[src/rtl/core/mid_pkg.sv]
// ----------------------------------------------------------------------------
// mid_pkg: shared types and codes for the instruction decoder
// Opcode, funct, mnemonic and operand format codes and field widths.
// ----------------------------------------------------------------------------
package mid_pkg;

    localparam int WORD_W  = 32;
    localparam int INDEX_W = 30;
    localparam int REG_W   = 5;
    localparam int OPC_W   = 6;
    localparam int IMM_W   = 16;
    localparam int IMMX_W  = 17;
    localparam int ID_W    = 5;
    localparam int FMT_W   = 3;

    // opcodes
    localparam logic [OPC_W-1:0] OPC_RTYPE = 6'd0;
    localparam logic [OPC_W-1:0] OPC_BEQ   = 6'd4;
    localparam logic [OPC_W-1:0] OPC_BNE   = 6'd5;
    localparam logic [OPC_W-1:0] OPC_ADDI  = 6'd8;
    localparam logic [OPC_W-1:0] OPC_ADDIU = 6'd9;
    localparam logic [OPC_W-1:0] OPC_SLTI  = 6'd10;
    localparam logic [OPC_W-1:0] OPC_SLTIU = 6'd11;
    localparam logic [OPC_W-1:0] OPC_ANDI  = 6'd12;
    localparam logic [OPC_W-1:0] OPC_ORI   = 6'd13;
    localparam logic [OPC_W-1:0] OPC_LUI   = 6'd15;
    localparam logic [OPC_W-1:0] OPC_LW    = 6'd35;
    localparam logic [OPC_W-1:0] OPC_LBU   = 6'd36;
    localparam logic [OPC_W-1:0] OPC_LHU   = 6'd37;
    localparam logic [OPC_W-1:0] OPC_SB    = 6'd40;
    localparam logic [OPC_W-1:0] OPC_SH    = 6'd41;
    localparam logic [OPC_W-1:0] OPC_SW    = 6'd43;
    localparam logic [OPC_W-1:0] OPC_LL    = 6'd48;
    localparam logic [OPC_W-1:0] OPC_SC    = 6'd56;

    // R-type funct codes
    localparam logic [OPC_W-1:0] FN_SLL  = 6'd0;
    localparam logic [OPC_W-1:0] FN_SRL  = 6'd2;
    localparam logic [OPC_W-1:0] FN_ADD  = 6'd32;
    localparam logic [OPC_W-1:0] FN_ADDU = 6'd33;
    localparam logic [OPC_W-1:0] FN_SUB  = 6'd34;
    localparam logic [OPC_W-1:0] FN_SUBU = 6'd35;
    localparam logic [OPC_W-1:0] FN_AND  = 6'd36;
    localparam logic [OPC_W-1:0] FN_OR   = 6'd37;
    localparam logic [OPC_W-1:0] FN_NOR  = 6'd39;
    localparam logic [OPC_W-1:0] FN_SLT  = 6'd42;
    localparam logic [OPC_W-1:0] FN_SLTU = 6'd43;

    // mnemonic ids
    localparam logic [ID_W-1:0] ID_SLL   = 5'd0;
    localparam logic [ID_W-1:0] ID_SRL   = 5'd1;
    localparam logic [ID_W-1:0] ID_ADD   = 5'd2;
    localparam logic [ID_W-1:0] ID_ADDU  = 5'd3;
    localparam logic [ID_W-1:0] ID_SUB   = 5'd4;
    localparam logic [ID_W-1:0] ID_SUBU  = 5'd5;
    localparam logic [ID_W-1:0] ID_AND   = 5'd6;
    localparam logic [ID_W-1:0] ID_OR    = 5'd7;
    localparam logic [ID_W-1:0] ID_NOR   = 5'd8;
    localparam logic [ID_W-1:0] ID_SLT   = 5'd9;
    localparam logic [ID_W-1:0] ID_SLTU  = 5'd10;
    localparam logic [ID_W-1:0] ID_BEQ   = 5'd11;
    localparam logic [ID_W-1:0] ID_BNE   = 5'd12;
    localparam logic [ID_W-1:0] ID_ADDI  = 5'd13;
    localparam logic [ID_W-1:0] ID_ADDIU = 5'd14;
    localparam logic [ID_W-1:0] ID_ANDI  = 5'd15;
    localparam logic [ID_W-1:0] ID_LBU   = 5'd16;
    localparam logic [ID_W-1:0] ID_LHU   = 5'd17;
    localparam logic [ID_W-1:0] ID_LL    = 5'd18;
    localparam logic [ID_W-1:0] ID_LUI   = 5'd19;
    localparam logic [ID_W-1:0] ID_LW    = 5'd20;
    localparam logic [ID_W-1:0] ID_ORI   = 5'd21;
    localparam logic [ID_W-1:0] ID_SLTI  = 5'd22;
    localparam logic [ID_W-1:0] ID_SLTIU = 5'd23;
    localparam logic [ID_W-1:0] ID_SB    = 5'd24;
    localparam logic [ID_W-1:0] ID_SH    = 5'd25;
    localparam logic [ID_W-1:0] ID_SW    = 5'd26;
    localparam logic [ID_W-1:0] ID_SC    = 5'd27;

    // operand formats
    localparam logic [FMT_W-1:0] FMT_SHIFT = 3'd0;
    localparam logic [FMT_W-1:0] FMT_RRR   = 3'd1;
    localparam logic [FMT_W-1:0] FMT_BR    = 3'd2;
    localparam logic [FMT_W-1:0] FMT_RRI   = 3'd3;
    localparam logic [FMT_W-1:0] FMT_MEM   = 3'd4;
    localparam logic [FMT_W-1:0] FMT_RI    = 3'd5;

    // registers from here up have no name
    localparam logic [REG_W-1:0] FIRST_BAD_REG = 5'd26;

    typedef struct packed {
        logic             valid;
        logic [ID_W-1:0]  id;
        logic [FMT_W-1:0] fmt;
    } op_info_t;

endpackage

[src/rtl/core/mid_op_lookup.sv]
// ----------------------------------------------------------------------------
// mid_op_lookup: opcode / funct decode
// Maps opcode and funct to valid flag, mnemonic id and operand format.
// ----------------------------------------------------------------------------
module mid_op_lookup (
    input  logic [mid_pkg::OPC_W-1:0] opcode,
    input  logic [mid_pkg::OPC_W-1:0] funct,
    output mid_pkg::op_info_t         info
);
    import mid_pkg::*;

    always_comb
    begin
        info = '0;
        if (opcode == OPC_RTYPE)
        begin
            case (funct)
                FN_SLL:  info = '{1'b1, ID_SLL,  FMT_SHIFT};
                FN_SRL:  info = '{1'b1, ID_SRL,  FMT_SHIFT};
                FN_ADD:  info = '{1'b1, ID_ADD,  FMT_RRR};
                FN_ADDU: info = '{1'b1, ID_ADDU, FMT_RRR};
                FN_SUB:  info = '{1'b1, ID_SUB,  FMT_RRR};
                FN_SUBU: info = '{1'b1, ID_SUBU, FMT_RRR};
                FN_AND:  info = '{1'b1, ID_AND,  FMT_RRR};
                FN_OR:   info = '{1'b1, ID_OR,   FMT_RRR};
                FN_NOR:  info = '{1'b1, ID_NOR,  FMT_RRR};
                FN_SLT:  info = '{1'b1, ID_SLT,  FMT_RRR};
                FN_SLTU: info = '{1'b1, ID_SLTU, FMT_RRR};
                default: info = '0;
            endcase
        end
        else
        begin
            case (opcode)
                OPC_BEQ:   info = '{1'b1, ID_BEQ,   FMT_BR};
                OPC_BNE:   info = '{1'b1, ID_BNE,   FMT_BR};
                OPC_ADDI:  info = '{1'b1, ID_ADDI,  FMT_RRI};
                OPC_ADDIU: info = '{1'b1, ID_ADDIU, FMT_RRI};
                OPC_ANDI:  info = '{1'b1, ID_ANDI,  FMT_RRI};
                OPC_LBU:   info = '{1'b1, ID_LBU,   FMT_MEM};
                OPC_LHU:   info = '{1'b1, ID_LHU,   FMT_MEM};
                OPC_LL:    info = '{1'b1, ID_LL,    FMT_MEM};
                OPC_LUI:   info = '{1'b1, ID_LUI,   FMT_RI};
                OPC_LW:    info = '{1'b1, ID_LW,    FMT_MEM};
                OPC_ORI:   info = '{1'b1, ID_ORI,   FMT_RRI};
                OPC_SLTI:  info = '{1'b1, ID_SLTI,  FMT_RRI};
                OPC_SLTIU: info = '{1'b1, ID_SLTIU, FMT_RRI};
                OPC_SB:    info = '{1'b1, ID_SB,    FMT_MEM};
                OPC_SH:    info = '{1'b1, ID_SH,    FMT_MEM};
                OPC_SW:    info = '{1'b1, ID_SW,    FMT_MEM};
                OPC_SC:    info = '{1'b1, ID_SC,    FMT_MEM};
                default:   info = '0;
            endcase
        end
    end

endmodule

[src/rtl/core/mid_target_calc.sv]
// ----------------------------------------------------------------------------
// mid_target_calc: branch target address
// Byte address (index + 1 + imm) * 4, wrapping at 32 bits; zero if no branch.
// ----------------------------------------------------------------------------
module mid_target_calc (
    input  logic [mid_pkg::INDEX_W-1:0] word_index,
    input  logic [mid_pkg::IMM_W-1:0]   imm,
    input  logic                        is_branch,
    output logic [mid_pkg::WORD_W-1:0]  target
);
    import mid_pkg::*;

    logic [INDEX_W-1:0] imm_ext;
    logic [INDEX_W-1:0] word_sum;

    // only the low 30 bits of the word sum survive the * 4
    assign imm_ext  = {{(INDEX_W-IMM_W){imm[IMM_W-1]}}, imm};
    assign word_sum = word_index + imm_ext + INDEX_W'(1);
    assign target   = is_branch ? {word_sum, 2'b00} : '0;

endmodule

[src/rtl/core/mips_instruction_decoder.sv]
// ----------------------------------------------------------------------------
// mips_instruction_decoder: MIPS32 instruction word decoder
// Decodes one instruction word per cycle into mnemonic, format, fields,
// immediate, branch target and an unnamed-register flag.
// ----------------------------------------------------------------------------
//  channel | direction | handshake    | payload
//  --------+-----------+--------------+---------------------------------------
//  command | in        | start / busy | instr_word, word_index
//  result  | out       | done         | known_op, mnemonic_id, operand_format,
//          |           |              | dest_reg, src_reg, second_reg,
//          |           |              | shift_amount, immediate_value,
//          |           |              | branch_target, reg_name_unknown
//
//  An item accepted at the input register shows its result with done once it
//  has passed the result register (stages: input register, result register).
//  One item per cycle sustained; busy is always low.
//  Reset clears the valid flags of both stages; nothing else is reset.
//  The receiver cannot stall: each result is shown for exactly one cycle.
// ----------------------------------------------------------------------------
module mips_instruction_decoder (
    input  logic                                clk,
    input  logic                                rst_n,
    input  logic                                start,
    output logic                                busy,
    input  logic [mid_pkg::WORD_W-1:0]          instr_word,
    input  logic [mid_pkg::INDEX_W-1:0]         word_index,
    output logic                                done,
    output logic                                known_op,
    output logic [mid_pkg::ID_W-1:0]            mnemonic_id,
    output logic [mid_pkg::FMT_W-1:0]           operand_format,
    output logic [mid_pkg::REG_W-1:0]           dest_reg,
    output logic [mid_pkg::REG_W-1:0]           src_reg,
    output logic [mid_pkg::REG_W-1:0]           second_reg,
    output logic [mid_pkg::REG_W-1:0]           shift_amount,
    output logic signed [mid_pkg::IMMX_W-1:0]   immediate_value,
    output logic [mid_pkg::WORD_W-1:0]          branch_target,
    output logic                                reg_name_unknown
);
    import mid_pkg::*;

    // input stage
    logic               in_valid_reg;
    logic [WORD_W-1:0]  word_reg;
    logic [INDEX_W-1:0] index_reg;

    // result stage
    logic                     done_reg;
    logic                     known_reg;
    logic [ID_W-1:0]          id_reg;
    logic [FMT_W-1:0]         fmt_reg;
    logic [REG_W-1:0]         rd_reg;
    logic [REG_W-1:0]         rs_reg;
    logic [REG_W-1:0]         rt_reg;
    logic [REG_W-1:0]         sh_reg;
    logic signed [IMMX_W-1:0] imm_reg;
    logic [WORD_W-1:0]        target_reg;
    logic                     unk_reg;

    op_info_t                 info;
    logic [REG_W-1:0]         rd;
    logic [REG_W-1:0]         rs;
    logic [REG_W-1:0]         rt;
    logic [IMM_W-1:0]         imm16;
    logic                     is_andi;
    logic                     is_branch;
    logic signed [IMMX_W-1:0] imm_next;
    logic                     unk_next;
    logic [WORD_W-1:0]        target_next;

    assign busy = 1'b0;

    assign rd    = word_reg[15:11];
    assign rs    = word_reg[25:21];
    assign rt    = word_reg[20:16];
    assign imm16 = word_reg[IMM_W-1:0];

    mid_op_lookup u_lookup (
        .opcode (word_reg[WORD_W-1 -: OPC_W]),
        .funct  (word_reg[OPC_W-1:0]),
        .info   (info)
    );

    assign is_andi   = info.valid && (info.id == ID_ANDI);
    assign is_branch = info.valid && ((info.id == ID_BEQ) || (info.id == ID_BNE));
    assign imm_next  = is_andi ? {1'b0, imm16} : {imm16[IMM_W-1], imm16};

    mid_target_calc u_target (
        .word_index (index_reg),
        .imm        (imm16),
        .is_branch  (is_branch),
        .target     (target_next)
    );

    always_comb
    begin
        unk_next = 1'b0;
        if (info.valid)
        begin
            case (info.fmt)
                FMT_SHIFT: unk_next = (rd >= FIRST_BAD_REG) || (rt >= FIRST_BAD_REG);
                FMT_RRR:   unk_next = (rd >= FIRST_BAD_REG) || (rs >= FIRST_BAD_REG)
                                   || (rt >= FIRST_BAD_REG);
                FMT_RI:    unk_next = (rt >= FIRST_BAD_REG);
                default:   unk_next = (rs >= FIRST_BAD_REG) || (rt >= FIRST_BAD_REG);
            endcase
        end
    end

    always_ff @(posedge clk or negedge rst_n)
    begin
        if (!rst_n)
        begin
            in_valid_reg <= 1'b0;
            done_reg     <= 1'b0;
        end
        else
        begin
            in_valid_reg <= start && !busy;
            done_reg     <= in_valid_reg;
        end
    end

    always_ff @(posedge clk)
    begin
        if (start && !busy)
        begin
            word_reg  <= instr_word;
            index_reg <= word_index;
        end
        if (in_valid_reg)
        begin
            known_reg  <= info.valid;
            id_reg     <= info.id;
            fmt_reg    <= info.fmt;
            rd_reg     <= rd;
            rs_reg     <= rs;
            rt_reg     <= rt;
            sh_reg     <= word_reg[10:6];
            imm_reg    <= imm_next;
            target_reg <= target_next;
            unk_reg    <= unk_next;
        end
    end

    assign done             = done_reg;
    assign known_op         = known_reg;
    assign mnemonic_id      = id_reg;
    assign operand_format   = fmt_reg;
    assign dest_reg         = rd_reg;
    assign src_reg          = rs_reg;
    assign second_reg       = rt_reg;
    assign shift_amount     = sh_reg;
    assign immediate_value  = imm_reg;
    assign branch_target    = target_reg;
    assign reg_name_unknown = unk_reg;

endmodule

[config.mk]
export PLATFORM = sky130hd
export DESIGN_NAME = mips_instruction_decoder
export DESIGN_NICKNAME = d
export VERILOG_FILES = /design/src/rtl/core/mid_pkg.sv /design/src/rtl/core/mid_op_lookup.sv /design/src/rtl/core/mid_target_calc.sv /design/src/rtl/core/mips_instruction_decoder.sv
export SDC_FILE = /design/constraint.sdc
export NUM_CORES = 1
export LEC_CHECK = 0
export BUFFER_PORTS_ARGS = -buffer_cell sky130_fd_sc_hd__buf_2
export CAP_MARGIN = 10
export CORE_MARGIN = 2
export CORE_UTILIZATION = 30
export CTS_CLUSTER_SIZE = 12
export DETAILED_ROUTE_END_ITERATION = 6
export HOLD_SLACK_MARGIN = 0.12
export PLACE_DENSITY_LB_ADDON = 0.2
export SYNTH_ARGS = -nofsm -noshare
export SYNTH_HDL_FRONTEND = slang
export SYNTH_HIERARCHICAL = 1
export SYNTH_SLANG_ARGS = --single-unit
[constraint.sdc]
create_clock -name clk -period 5.5 [get_ports clk]
set_input_delay 0 -clock clk [delete_from_list [all_inputs] [get_ports clk]]
set_output_delay 0 -clock clk [all_outputs]
set_load 0.005 [all_outputs]
**After elaboration in Yosys (flattened, before gate mapping)**

Memories as Yosys holds them, arrays and structs flattened. A register that Yosys moved wholly into a read port is not among the register bits.
Index checks and enable logic that the tools add are counted.

- Memory bits (writable): 0
- Memories: 1
- Output and inout bits: 81
- Bits in latches: 0
- Register bits: 143
- ROM bits: 576
- Input bits: 65

Memories:

| name | depth | width | read ports | clocked after Yosys merged registers in | write ports | line | RTL |
|---|---|---|---|---|---|---|---|
| (no name shown) | 64 | 9 | 1 | 1 | 0 | mid_op_lookup.sv:34 | `case (opcode)` |

- Reductions and logical operators: 10
- Add/sub/neg operators: 2
- Div/mod/pow operators: 0
- Bitwise logic cells: 0
- Equal/unequal tests: 15
- Muxes and demuxes: 4
- $mul: 0
- Shift operators: 0
- Magnitude comparators: 3

Operator list:

| operator | number |
|---|---|
| 9-bit one-hot mux with 11 select lines | 1 |
| 6-bit == test (second input constant) | 9 |
| 30-bit by 1-bit adder with 30-bit output (second input constant) | 1 |
| 30-bit adder | 1 |
| 5-bit by 4-bit == test with 1-bit output (second input constant) | 3 |
| 5-bit greater-or-equal comparator (second input constant) | 3 |
| 6-bit logical NOT | 2 |
| 9-bit 2-to-1 mux | 1 |
| 6-bit by 2-bit == test with 1-bit output (second input constant) | 1 |
| 6-bit 2-to-1 mux | 1 |
| 1-bit logical OR | 5 |
| 3-bit by 1-bit == test with 1-bit output (second input constant) | 1 |
| 3-bit == test (second input constant) | 1 |
| 3-bit logical NOT | 1 |
| 1-bit one-hot mux with 3 select lines | 1 |
| 1-bit logical AND | 2 |

**Logic depth before layout (Yosys ltp)**

Gate-level depths: netlist (run 1).

- Depth after elaboration: 6
- Gate-level depth with buffers: 13
- Mapped depth without buffers: 11

**Cells and area by module**

The synthesis (run 1) kept the hierarchy.

By module, submodules not included:

| module | area an instance (µm²) | instances | sequential area each (µm²) | cells an instance |
|---|---|---|---|---|
| mips_instruction_decoder | 4164.0 | 1 | 3983.8 | 159 |
| mid_target_calc | 1790.5 | 1 | 0.0 | 258 |
| mid_op_lookup | 563.0 | 1 | 0.0 | 82 |

**Worst setup path before layout (run 1)**

Ideal clock, no wire load.

- Path kind: reg-to-reg
- From: reg word_reg[0]
- To: reg target_reg[12], in the netlist branch_target[12], data pin
- Cell stages (with the launch flop): 12
- Slack: 2.666 ns
- Data required time: 5.245 ns
- Library setup time: 0.255 ns
- Clock period less this slack: 2.834 ns
- Data arrival time: 2.578 ns
- Cells stage by stage: edfxtp_1 inv_1 ha_1 inv_1 fa_1 a211oi_1 o21bai_1 a21oi_2 o21bai_1 or3b_2 a21oi_1 and3b_1

- Cells in the longest elaborated chain, start to end: 6

Ends and longest elaborated chain:

| item | line | RTL |
|---|---|---|
| start, declared | mips_instruction_decoder.sv:43 | `logic [WORD_W-1:0] word_reg;` |
| start signal, assigned | mips_instruction_decoder.sv:127 | `word_reg <= instr_word;` |
| parallel branches: the longest is 6 deep, another holds 30-bit adder | n/a |  |
| end signal, assigned | mips_instruction_decoder.sv:140 | `target_reg <= target_next;` |
| end, declared | mips_instruction_decoder.sv:56 | `logic [WORD_W-1:0] target_reg;` |

Several ways; the timed one is not identified.
A chain may end at the register's enable or synchronous reset.

**Final worst setup path (run 1)**

Ends and elaborated chain as after synthesis.

==> results.tsv, run 1 <==
metric	value	unit
status	finished clean	
hold_ws	0.226	ns
crit path max fanout	7	
DR pass1 iterations	7	
CP max-delay cell	edfxtp_1	
number of library cell types mapped by synthesis	64	
synth top area cells	edfxtp_1 (60%), ha_1 (6.5%), a21oi_1 (2.4%)	
post-cts sizing count	0	
worst clock skew	0.0106	ns
first-pass GRT wire length	23.9	mm
Seq/Total Area, Yosys	61.1	%
GRT Overall Usage	13.8	%
cells along the critical path	inv_1, ha_1, inv_1, fa_1, a211oi_1, o21bai_1, a21oi_2, o21bai_1, or3b_2, a21oi_1, and3b_1	
Num Clock Sinks	133	
Top delay family on crit path	compound AO/OA/AOI/OAI gates	
Max Buffers Root-to-Sink	2	
Num CTS Buffers	17	
final setup vio count	0	
post-CTS setup buffer count	0	
dpl hpwl	10.5	mm
initial core utilization	30.8	%
Cells after Synth	499	
FMAX	325	MHz
total gr overflow	0	
Synth Area per Inst	13.1	um^2
Post-Place Cells	890	
Pwr Density	330	mW/mm^2
CTS tree	yes	
Finished Cell Area	0.00865	mm^2
area growth from synthesis to layout	32.8	%
drt via density	4.66	
WP buf/inv	2	
dpl cell area	0.00741	mm^2
Synth top area share	60.4	%
Routed WL	15.5	mm
Data required, critical path	5.66	ns
Slew HR	34.3	%
maximum capacitance violations	0	
Hold Crit Class	in -> reg	
gpl congestion	0.828	
Final Cycle Share	56.0	%
Root Driver	clkbuf_16	
clock period minus worst slack	3.08	ns
ys flop type	edfxtp_1	
Die Y	151	um
Setup Slack @ Placement	2.45	ns
Setup Crit Path Kind	reg -> reg	
DR WL/cell	15.7	um
max-slew violations	0	
total number of vias	4597	
leak pwr	0.00346	uW
Boundary Pins	146	
Core Area	0.0212	mm^2
count of buffers from port buffering	144	
WP data arrival	3.24	ns
Syn Std Cell Area	0.00652	mm^2
die width	151	um
Slew @ Worst Pin	0.985	ns
Die Area	0.0229	mm^2
Remaining DRCs	0	
startpoint types	flip-flop	
Worst setup EP type	flip-flop	
Worst IR Drop VDD	169	uV
number of global-route vias before repair	4592	
Clk Latency, worst-skew pair	0.41	ns
layout cells sized above 1	27.3	%
CTS H-tree depth	4	
Final ANT Viol Nets	0	
PnR worst setup slack	2.42	ns
Syn. warnings	6	
# rows	53	
cell taking the most area after synthesis	edfxtp_1	
Yosys reg bits	133	
Initial DRC Count	278	
antenna violations before repair	1	
setup_tns	0	ns
endpoints failing hold	0	
RSZ-0062 raised after global routing	no	
largest net degree at the start of global routing	71	
Final nets	798	
hold buffers post-CTS	64	
asr flop ratio synth	1.50	%
Worst-path clk slew	0.06	ns
EDFF count, synth	131	
fin cells	987	
crit-path max cell delay	0.51	ns
fillcell total	1975	
## metrics by stage
stage	util [%]	power, uW
global route	40.9	3010
floorplan	-	1550
finish	40.9	2860
detailed placement	35.1	1690
CTS	40.9	2900
global placement	35.1	1690
## Yosys cell counts (7+ instances only)
master,instances
nand4_1,7
nand3_1,8
nand2b_1,12
xor2_1,9
xnor2_1,13
a21o_1,16
a21oi_1,31
nor2b_1,8
ha_1,34
a31oi_1,7
mux2i_1,10
nor2_1,15
inv_1,10
edfxtp_1,131
and2_1,18
buf_4,14
o21ai_0,24
clkbuf_1,12
nand2_1,35
## per-layer routing
metal	global-route usage, %	share of wire (%)	vias to the layer above
met5	0	0	-
met1	18.4	46	2179
met3	3.10	4.7	14
li1	-	-	2281
met2	22.1	48	123
met4	4.63	1.3	0
## final cells by class
cell class / instances / area [um^2] / share of cell area [%]
Timing Repair Buffer: 211 / 1380 / 16.0
Clock inverter: 15 / 170 / 1.97
Inverter: 10 / 37.5 / 0.434
Clock buffer: 17 / 425 / 4.92
Tap cell: 275 / 344 / 3.98
Multi-Input combinational cell: 325 / 2300 / 26.6
Sequential cell: 133 / 3990 / 46.1
Antenna cell: 1 / 2.50 / 0.0289
## cells by family after synthesis
kind of cell | synth area share, %
flip-flops | 61.1
AND/OR/NAND/NOR | 10.8
AO/OA/AOI/OAI | 12.4
buffers and inverters | 3.67
adder cells (fa/ha/maj) | 6.83
XOR/XNOR | 2.96
multiplexers | 2.05
other | 0.115
## final timing paths
kind / start / end / slack, ns / depth (start not counted)
worst max-delay path: word_reg[0] / branch_target[12] / 2.42 / 11
worst min-delay path: start / in_valid_reg / 0.23 / 2
worst max register to register: word_reg[0] / branch_target[12] / 2.42 / 11
worst min register to register: word_reg[21] / src_reg[0] / 0.43 / 0
max in group asynchronous: rst_n / in_valid_reg / 4.92 / 3
min in group asynchronous: rst_n / in_valid_reg / 0.44 / 3
## placed cells by master, fill, tap and decap left out, drive strengths merged, types with 10 or more instances in the layout
| cell type | Yosys | routed |
|---|---|---|
| a21o | 17 | 17 |
| a21oi | 32 | 32 |
| and2 | 18 | 18 |
| buf | 19 | 147 |
| clkbuf | 13 | 17 |
| dlygate4sd3 | 0 | 64 |
| edfxtp | 131 | 131 |
| ha | 34 | 34 |
| inv | 10 | 16 |
| mux2i | 10 | 10 |
| nand2 | 35 | 35 |
| nand2b | 12 | 12 |
| nor2 | 15 | 15 |
| o21ai | 26 | 26 |
| xnor2 | 13 | 13 |
## power breakdown
| group | internal (uW) | switching [uW] | leakage [uW] | total [uW] |
|---|---|---|---|---|
| clock network | 680 | 464 | 0.000287 | 1140 |
| registers | 1200 | 60.9 | 0.00129 | 1260 |
| logic | 218 | 229 | 0.00188 | 448 |
| total | 2100 | 754 | 0.00346 | 2860 |
Power figures use the tool's default switching activity.
==> run 2: changes to the inputs <==
==> constraint.sdc (replaced) <==
create_clock -name clk -period 3.05 [get_ports clk]
set_input_delay 0 -clock clk [delete_from_list [all_inputs] [get_ports clk]]
set_output_delay 0 -clock clk [all_outputs]
set_load 0.005 [all_outputs]
==> results.tsv, run 2 (synthesized netlist as in run 1, its figures left out) <==
metric	value	unit
Final nets	810	
area growth from synthesis to layout	34.3	%
max-slew violations	0	
Initial DRC Count	237	
CTS H-tree depth	4	
largest net degree at the start of global routing	71	
Remaining DRCs	0	
Data required, critical path	3.21	ns
most frequent cells in the layout	buf_2 (144), edfxtp_1 (131), dlygate4sd3_1 (65)	
leak pwr	0.00352	uW
Num CTS Buffers	17	
dpl hpwl	11.0	mm
status	finished clean	
drt via density	4.65	
hold_ws	0.291	ns
CP max-delay cell	or3b_2	
worst clock skew	0.00812	ns
Pwr Density	592	mW/mm^2
Setup Crit Path Kind	reg -> reg	
Worst setup EP type	flip-flop	
DR WL/cell	16.0	um
number of global-route vias before repair	4590	
Die Area	0.0229	mm^2
startpoint types	flip-flop	
Max Buffers Root-to-Sink	2	
GRT Overall Usage	14.2	%
Hold Crit Class	in -> reg	
maximum capacitance violations	0	
Boundary Pins	146	
first-pass GRT wire length	24.4	mm
Routed WL	16.0	mm
clock period minus worst slack	2.85	ns
Root Driver	clkbuf_16	
highest routing layer actually used	met4	
total gr overflow	0	
met3 wire len	808	um
Slew HR	35.5	%
final setup vio count	0	
metal2 WL	7.47	mm
Clk Latency, worst-skew pair	0.41	ns
setup_tns	0	ns
antenna violations before repair	1	
Core Area	0.0212	mm^2
cells along the critical path	inv_1, ha_1, inv_1, fa_1, a211oi_1, o21bai_1, a21oi_2, o21bai_1, or3b_2, a21oi_1, and3b_1	
RSZ-0062 raised after global routing	no	
# rows	53	
Worst-path clk slew	0.06	ns
WP data arrival	3.01	ns
Slew @ Worst Pin	0.968	ns
count of buffers from port buffering	144	
Worst IR Drop VDD	304	uV
initial core utilization	30.8	%
DR pass1 iterations	4	
FMAX	351	MHz
layout cells sized above 1	27.8	%
Die Y	151	um
die width	151	um
Num Clock Sinks	133	
Final Cycle Share	93.5	%
CTS tree	yes	
Final ANT Viol Nets	0	
crit path max fanout	3	
endpoints failing hold	0	
reg2reg path depth	11	
gpl congestion	0.809	
most common cell after layout, fill and taps aside	buf_2	
total number of vias	4644	
Met1 Routed Length	7.49	mm
hold path depth	2	
crit-path max cell delay	0.49	ns
## run 2: power breakdown
group,switching [uW],internal (uW),total (uW)
clock,787,1280,2070
combinational,438,409,847
sequential,95.0,2170,2260
## run 2: cell type report
type / count / area [um^2]
clock buffer: 18 / 429
fill: 1988 / 12400
clock inverter: 14 / 159
multi-input combinational: 325 / 2300
tap: 275 / 344
sequential: 133 / 3990
timing repair buffer: 223 / 1490
inverter: 10 / 37.5
antenna: 1 / 2.50
## run 2: repair_timing
| item | in CTS | in global routing |
|---|---|---|
| resized for setup | 0 | 1 |
| hold buffers | 65 | 0 |
| endpoints found under the setup margin | 0 | 4 |
| endpoints found under the hold margin | 86 | 0 |
| buffers inserted | 0 | 2 |
## run 2: path summary, 6_finish.rpt
kind	start	end	slack, ns
worst min-delay path	instr_word[4]	word_reg[4]	0.29
min in group asynchronous	rst_n	in_valid_reg	0.46
worst max-delay path	word_reg[0]	branch_target[12]	0.20
max in group asynchronous	rst_n	in_valid_reg	2.44
worst max register to register	word_reg[0]	branch_target[12]	0.20
worst min register to register	word_reg[16]	second_reg[0]	0.43
## run 2: critical path: cells and delay by family, from the launching register on
| family | cells | cell delay, ns |
|---|---|---|
| flops | 1 | 0.39 |
| buf+inv | 2 | 0.12 |
| fa+ha+maj | 2 | 0.57 |
| simple gates | 2 | 0.67 |
| compound gates | 5 | 0.84 |
## run 2: stage by stage
step           instances  total power (uW)  area [um^2]  setup slack, ns  utilization (%)
3_5_place_dp         899              3080         7490            0.210             35.4
5_1_grt              999              5430         8750           0.0372             41.4
4_1_cts              996              5250         8730            0.178             41.3
6_report             999              5180         8750            0.199             41.4
2_1_floorplan        500              2800         6520            0.216                -
3_3_place_gp         899              3080         7490            0.219             35.4
## run 2: per-layer routing
| layer | global-route usage, % | up-vias |
|---|---|---|
| met4 | 5.47 | 0 |
| met5 | 0 | - |
| met2 | 22.2 | 128 |
| met1 | 19.0 | 2196 |
| met3 | 3.73 | 20 |
| li1 | - | 2300 |
